===== config.mk =====
export PLATFORM = sky130hd
export DESIGN_NAME = elapsed_time_seven_segment
export DESIGN_NICKNAME = d
export VERILOG_FILES = /design/src/etss_pkg.sv /design/src/etss_display.sv /design/src/elapsed_time_seven_segment.sv
export SDC_FILE = /design/constraint.sdc
export NUM_CORES = 1
export LEC_CHECK = 0
export BUFFER_PORTS_ARGS = -buffer_cell sky130_fd_sc_hd__clkbuf_2
export CAP_MARGIN = 5
export CELL_PAD_IN_SITES_DETAIL_PLACEMENT = 0
export CELL_PAD_IN_SITES_GLOBAL_PLACEMENT = 1
export CORE_UTILIZATION = 49
export CTS_CLUSTER_DIAMETER = 200
export DETAILED_ROUTE_END_ITERATION = 10
export PLACE_DENSITY = 0.88
export REMOVE_ABC_BUFFERS = 1
export SYNTH_ARGS = -nofsm -noshare
export SYNTH_HDL_FRONTEND = slang
export SYNTH_SLANG_ARGS = --single-unit

===== constraint.sdc =====
create_clock -name clk -period 10.1 [get_ports clk]
set_input_delay 1.01 -clock clk [delete_from_list [all_inputs] [get_ports clk]]
set_output_delay 1.01 -clock clk [all_outputs]
set_load 0.01 [all_outputs]

===== src/etss_pkg.sv =====
// ----------------------------------------------------------------------------
// etss_pkg
// Shared types, constants and the seven-segment decode for the elapsed-time
// display.
// ----------------------------------------------------------------------------
package etss_pkg;

  localparam int unsigned SegW      = 7;
  localparam int unsigned HoldW     = 4;
  localparam int unsigned RunW      = 5;
  localparam int unsigned HourW     = 5;

  localparam logic [3:0]       BlankCode = 4'd10;
  localparam logic [RunW-1:0]  RunMax    = 5'd31;
  localparam logic [HoldW-1:0] HoldReset = 4'd5;

  typedef enum logic {
    REQ_SAMPLE = 1'b0,
    REQ_TICK   = 1'b1
  } req_type_t;

  typedef struct packed {
    logic [3:0] sec_ones;
    logic [2:0] sec_tens;
    logic [3:0] min_ones;
    logic [2:0] min_tens;
    logic [3:0] hour_digit;
    logic       one_shown;
    logic       minutes_mode;
  } disp_state_t;

  localparam disp_state_t DispReset = '{
    sec_ones:     4'd0,
    sec_tens:     3'd0,
    min_ones:     4'd0,
    min_tens:     3'd0,
    hour_digit:   BlankCode,
    one_shown:    1'b0,
    minutes_mode: 1'b0
  };

  typedef struct packed {
    logic [SegW-1:0] seg_units;
    logic [SegW-1:0] seg_tens;
    logic [SegW-1:0] seg_hours;
    logic            leading_one;
    logic            colon_on;
  } disp_word_t;

  // bit6 = a ... bit0 = g; codes above blank show nothing
  function automatic logic [SegW-1:0] seg_of(input logic [3:0] code);
    logic [SegW-1:0] seg;
    unique case (code)
      4'd0:    seg = 7'b1111110;
      4'd1:    seg = 7'b0110000;
      4'd2:    seg = 7'b1101101;
      4'd3:    seg = 7'b1111001;
      4'd4:    seg = 7'b0110011;
      4'd5:    seg = 7'b1011011;
      4'd6:    seg = 7'b1011111;
      4'd7:    seg = 7'b1110000;
      4'd8:    seg = 7'b1111111;
      4'd9:    seg = 7'b1111011;
      default: seg = 7'b0000000;
    endcase
    return seg;
  endfunction

endpackage


===== src/etss_display.sv =====
// ----------------------------------------------------------------------------
// etss_display
// Selects seconds or minutes for the two right digits and decodes all digits
// to segment patterns.
// ----------------------------------------------------------------------------
module etss_display (
  input  etss_pkg::disp_state_t st,
  output etss_pkg::disp_word_t  word
);
  import etss_pkg::*;

  logic [3:0] units_code;
  logic [3:0] tens_code;

  always_comb begin
    if (st.minutes_mode) begin
      units_code = st.min_ones;
      tens_code  = {1'b0, st.min_tens};
    end else begin
      units_code = st.sec_ones;
      tens_code  = {1'b0, st.sec_tens};
    end
  end

  always_comb begin
    word.seg_units   = seg_of(units_code);
    word.seg_tens    = seg_of(tens_code);
    word.seg_hours   = seg_of(st.hour_digit);
    word.leading_one = st.one_shown;
    word.colon_on    = st.minutes_mode;
  end

endmodule


===== src/elapsed_time_seven_segment.sv =====
// ----------------------------------------------------------------------------
// elapsed_time_seven_segment
// Stopwatch counting to 19:59:59 on a three-and-a-half digit display, cleared
// by a held button.
// Result: a word's display result is valid in the cycle after it is accepted.
// Throughput: one word per cycle unless out_ready stalls; result frees as taken.
// Reset: synchronous, active low; counters zero, hours blank, hold time 5.
// ----------------------------------------------------------------------------
module elapsed_time_seven_segment (
  input  logic                        clk,
  input  logic                        rst_n,
  input  logic                        cfg_wr_en,
  input  logic [etss_pkg::HoldW-1:0]  cfg_wr_data,
  input  logic                        in_valid,
  output logic                        in_ready,
  input  logic                        in_req_type,
  input  logic                        in_button_level,
  output logic                        out_valid,
  input  logic                        out_ready,
  output logic [etss_pkg::SegW-1:0]   out_seg_units,
  output logic [etss_pkg::SegW-1:0]   out_seg_tens,
  output logic [etss_pkg::SegW-1:0]   out_seg_hours,
  output logic                        out_leading_one,
  output logic                        out_colon_on
);
  import etss_pkg::*;

  logic [HoldW-1:0] reset_hold_r;
  disp_state_t      st_r, st_nxt;
  logic [HourW-1:0] hour_r, hour_nxt;
  logic [RunW-1:0]  low_run_r, low_run_nxt;
  logic             out_valid_r;
  disp_word_t       word_nxt, word_r;
  logic             accept;
  logic             at_max;
  logic             clear;

  assign in_ready = !out_valid_r || out_ready;
  assign accept   = in_valid && in_ready;

  assign at_max = (hour_r == 5'd19) && (st_r.min_tens == 3'd5) &&
                  (st_r.min_ones == 4'd9) && (st_r.sec_tens == 3'd5) &&
                  (st_r.sec_ones == 4'd9);

  always_comb begin
    st_nxt      = st_r;
    hour_nxt    = hour_r;
    low_run_nxt = low_run_r;
    clear       = 1'b0;
    unique case (req_type_t'(in_req_type))
      REQ_TICK: begin
        if (!at_max) begin
          if (st_r.sec_ones != 4'd9) begin
            st_nxt.sec_ones = st_r.sec_ones + 4'd1;
          end else begin
            st_nxt.sec_ones = 4'd0;
            if (st_r.sec_tens != 3'd5) begin
              st_nxt.sec_tens = st_r.sec_tens + 3'd1;
            end else begin
              st_nxt.sec_tens = 3'd0;
              if (st_r.min_ones != 4'd9) begin
                st_nxt.min_ones = st_r.min_ones + 4'd1;
              end else begin
                st_nxt.min_ones = 4'd0;
                if (st_r.min_tens != 3'd5) begin
                  st_nxt.min_tens = st_r.min_tens + 3'd1;
                end else begin
                  st_nxt.min_tens = 3'd0;
                  hour_nxt        = hour_r + 5'd1;
                end
              end
            end
          end
        end
        if (st_nxt.min_ones == 4'd1) begin
          st_nxt.minutes_mode = 1'b1;
        end
        if (st_nxt.minutes_mode) begin
          if (hour_nxt < 5'd10) begin
            st_nxt.hour_digit = hour_nxt[3:0];
          end else begin
            st_nxt.one_shown  = 1'b1;
            st_nxt.hour_digit = 4'(hour_nxt - 5'd10);
          end
        end
      end
      REQ_SAMPLE: begin
        if (in_button_level) begin
          low_run_nxt = '0;
        end else if (low_run_r != RunMax) begin
          low_run_nxt = low_run_r + 5'd1;
        end
        clear = low_run_nxt > {1'b0, reset_hold_r};
        if (clear) begin
          st_nxt   = '0;
          st_nxt.hour_digit = BlankCode;
          hour_nxt = '0;
        end
      end
      default: ;
    endcase
  end

  etss_display u_display (
    .st   (st_nxt),
    .word (word_nxt)
  );

  always_ff @(posedge clk) begin
    if (!rst_n) begin
      reset_hold_r <= HoldReset;
    end else if (cfg_wr_en) begin
      reset_hold_r <= cfg_wr_data;
    end
  end

  always_ff @(posedge clk) begin
    if (!rst_n) begin
      st_r      <= DispReset;
      hour_r    <= '0;
      low_run_r <= '0;
    end else if (accept) begin
      st_r      <= st_nxt;
      hour_r    <= hour_nxt;
      low_run_r <= low_run_nxt;
    end
  end

  always_ff @(posedge clk) begin
    if (!rst_n) begin
      out_valid_r <= 1'b0;
    end else if (accept) begin
      out_valid_r <= 1'b1;
    end else if (out_ready) begin
      out_valid_r <= 1'b0;
    end
  end

  always_ff @(posedge clk) begin
    if (accept) begin
      word_r <= word_nxt;
    end
  end

  assign out_valid       = out_valid_r;
  assign out_seg_units   = word_r.seg_units;
  assign out_seg_tens    = word_r.seg_tens;
  assign out_seg_hours   = word_r.seg_hours;
  assign out_leading_one = word_r.leading_one;
  assign out_colon_on    = word_r.colon_on;

endmodule


==> results.tsv <==
metric	value	unit
status	finished, final reports clean	
hold_ws	484	ps
synth_top_cell_area_share	0.186	
start_kind	flop	
setup_viol_count_final	0	
post-cts-setup-buffer-count	0	
clockPowerShare	0.451	
cts_max_level	3	
power.density	136	mW/mm²
pwr-share-comb	0.101	
cts_inserted_buffers	9	
post_cts_resized	0	
rrSetupSlack	5850	ps
hpwlAfterDp	5730	µm
drv_slew	0	
gp_congestion	0.841	
cp.required	10300	ps
power.internal	0.000436	W
max-slew-margin-rel	0.446	
path_class	flop to flop	
cp_num_buf_inv	2	
fill_cells	651	
synth_area_leaders	dfxtp_1 (19%), edfxtp_1 (18%), ha_1 (7.6%)	
ant_nets	0	
die_y	89.7	µm
synth_top_cell_by_area	dfxtp_1	
multiInputGateArea	0.00220	mm²
ctsLongestPathBuffers	2	
remaining_drc_errors	0	
synth_edf_count	23	
synth-seq-cells	58	
routed_wl	8040	µm
p_switching	0.000138	W
rows	31	
worst_path_largest_cell_delay	470	ps
cts_tree	built	
r2r-start	low_run_r[0]$_SDFFE_PN0P_	
worstPathArrival	4450	ps
grt_use_total	0.221	
ys_async_sr_fraction	0	
setup_tns	0	ps
drt_iter0_drc	162	
antenna_found_initial	0	
holdCritStartpoint	st_r[1]$_SDFFE_PN0P_	
crit_fanout	9	
grt-ovfl-total	0	
vias	3113	
grt_pass1_vias	2848	
swShare	0.241	
rsz0062_at_grt	false	
wire_per_inst	14.5	µm
seq_area_frac_synth	0.370	
avgSynthCellArea	8.92	µm²
synthCells	422	
irDropWorstVdd	109	µV
clk_latency	350	ps
grt_pass1_wl	13400	µm
cts_sinks	58	
reg2regPathDepth	15	
hold_viol_final	0	
drive_gt1_frac	0.168	
cp_cell_sequence	ha_1, nand4_1, mux2i_1, nor2_1, ha_1, nor2b_1, o311a_1, a21oi_1, o22ai_2, clkinv_1, mux2i_1, inv_1, ha_1, or3_1, o211ai_1	
hold_end	st_r[1]$_SDFFE_PN0P_	
dr.pass1.iters	4	
max_freq	0.235	GHz
start_util	0.514	
max_cap_viol_count	0	
coreArea	0.00733	mm²
layout_commonest_cell	nand2_1	
holdPathStages	2	
clk_pin_slew	70	ps
pin_count	36	
areaGrowthSynthToFinish	12.4	%
critical_path.slowest_cell	mux2i_1	
die_area	0.00804	mm²
fin_crit	4250	ps
postCtsHoldBufs	0	
layout.nets	486	
seq_area	0.00139	mm²
p_seq_frac	0.448	
crit_top_cell	ha_1	
yosys_warnings	0	
finalClockSkew	11.3	ps
hold_class	flop to flop	
worst_pin_slew	829	ps
grt_max_degree	37	
synthesis.area	0.00376	mm²
die_w	89.7	µm
critPathCaptureType	flop	
viasPerCell	5.60	
mostFrequentLayoutCells	nand2_1 (45), dfxtp_1 (35), clkbuf_2 (35)	
finalCritPeriodShare	0.421	
num_antenna_cells	0	
p_leak	1.69	nW
cts-root-buf	clkbuf_8	
timing.rr.end	out_seg_units[3]$_DFFE_PP_	
portBuffers	35	
synth-main-ff-cell	dfxtp_1	
synth_cell_types	71	
critPathTopFamily	compound AO/OA/AOI/OAI gates	
==> power groups by stage <==
stage,Sequential (W),Clock (W),Combinational (W)
finish,0.000257,0.000259,0.0000577
global route,0.000259,0.000272,0.0000658
CTS,0.000257,0.000263,0.0000582
detailed placement,0.000263,0,0.0000581
global placement,0.000262,0,0.0000568
floorplan,0.000265,0,0.0000334
==> synth_stat cells, drive strengths merged, types with 5 or more instances <==
cell,n
a211oi,5
a21boi,11
a21oi,25
a22oi,7
and2,6
buf,5
clkbuf,14
dfxtp,35
edfxtp,23
ha,23
inv,22
mux2i,15
nand2,45
nand2b,6
nand3,14
nor2,25
nor2b,17
nor3,14
o211ai,5
o21ai,27
o31ai,5
or2,5
==> worst max-delay path by stage <==
stage	start	endpoint	depth (start not counted)
2_1_floorplan	in_button_level	out_seg_units[6]$_DFFE_PP_	11
3_3_place_gp	in_button_level	out_seg_units[3]$_DFFE_PP_	13
3_5_place_dp	in_button_level	out_seg_units[3]$_DFFE_PP_	13
4_1_cts	low_run_r[0]$_SDFFE_PN0P_	out_seg_units[3]$_DFFE_PP_	15
5_1_grt	low_run_r[0]$_SDFFE_PN0P_	out_seg_units[3]$_DFFE_PP_	15
6_report	low_run_r[0]$_SDFFE_PN0P_	out_seg_units[3]$_DFFE_PP_	15
==> per-layer routing <==
layer	routed length, µm	track usage	vias up
li1	-	-	1592
met4	138	0.102	0
met2	3630	0.352	77
met1	3900	0.293	1432
met3	370	0.0384	12
met5	0	0	-
==> cell type report <==
| class | count | share of cell area |
|---|---|---|
| tap | 99 | 0.0293 |
| inverter | 23 | 0.0204 |
| clock inverter | 7 | 0.0254 |
| clock buffer | 9 | 0.0293 |
| timing repair buffer | 38 | 0.0467 |
| multi-input combinational | 322 | 0.520 |
| sequential | 58 | 0.329 |
==> worst reg2reg max path, cell delays in order (launching register included) <==
cell	delay (ps)
dfxtp_1	380
ha_1	230
nand4_1	230
mux2i_1	220
nor2_1	70
ha_1	290
nor2b_1	140
o311a_1	340
a21oi_1	450
o22ai_2	280
clkinv_1	220
mux2i_1	470
inv_1	120
ha_1	190
or3_1	380
o211ai_1	100
==> metrics by stage <==
step           power (W)  utilization  std cells  area [µm²]  setup WS, ps
2_1_floorplan   0.000298            -        403        3680          5950
4_1_cts         0.000578        0.577        556        4230          5850
3_3_place_gp    0.000319        0.546        540        4000          5870
6_report        0.000574        0.577        556        4230          5850
3_5_place_dp    0.000321        0.546        540        4000          5710
5_1_grt         0.000597        0.577        556        4230          5330
==> state kept, by name (all words and copies together), names as in the netlist <==
name	flops
st_r	20
out_seg_hours	7
out_seg_tens	7
out_seg_units	7
hour_r	5
low_run_r	5
reset_hold_r	4
out_colon_on	1
out_leading_one	1
out_valid	1
==> cells by family after synthesis <==
kind of cell / after synthesis / synth area share
flops: 58 / 0.370
buf+inv: 42 / 0.0459
mux: 19 / 0.0548
fa+ha+maj: 23 / 0.0764
xor+xnor: 7 / 0.0183
simple gates: 158 / 0.224
compound gates: 115 / 0.211
(Power assumes the default switching activity.)
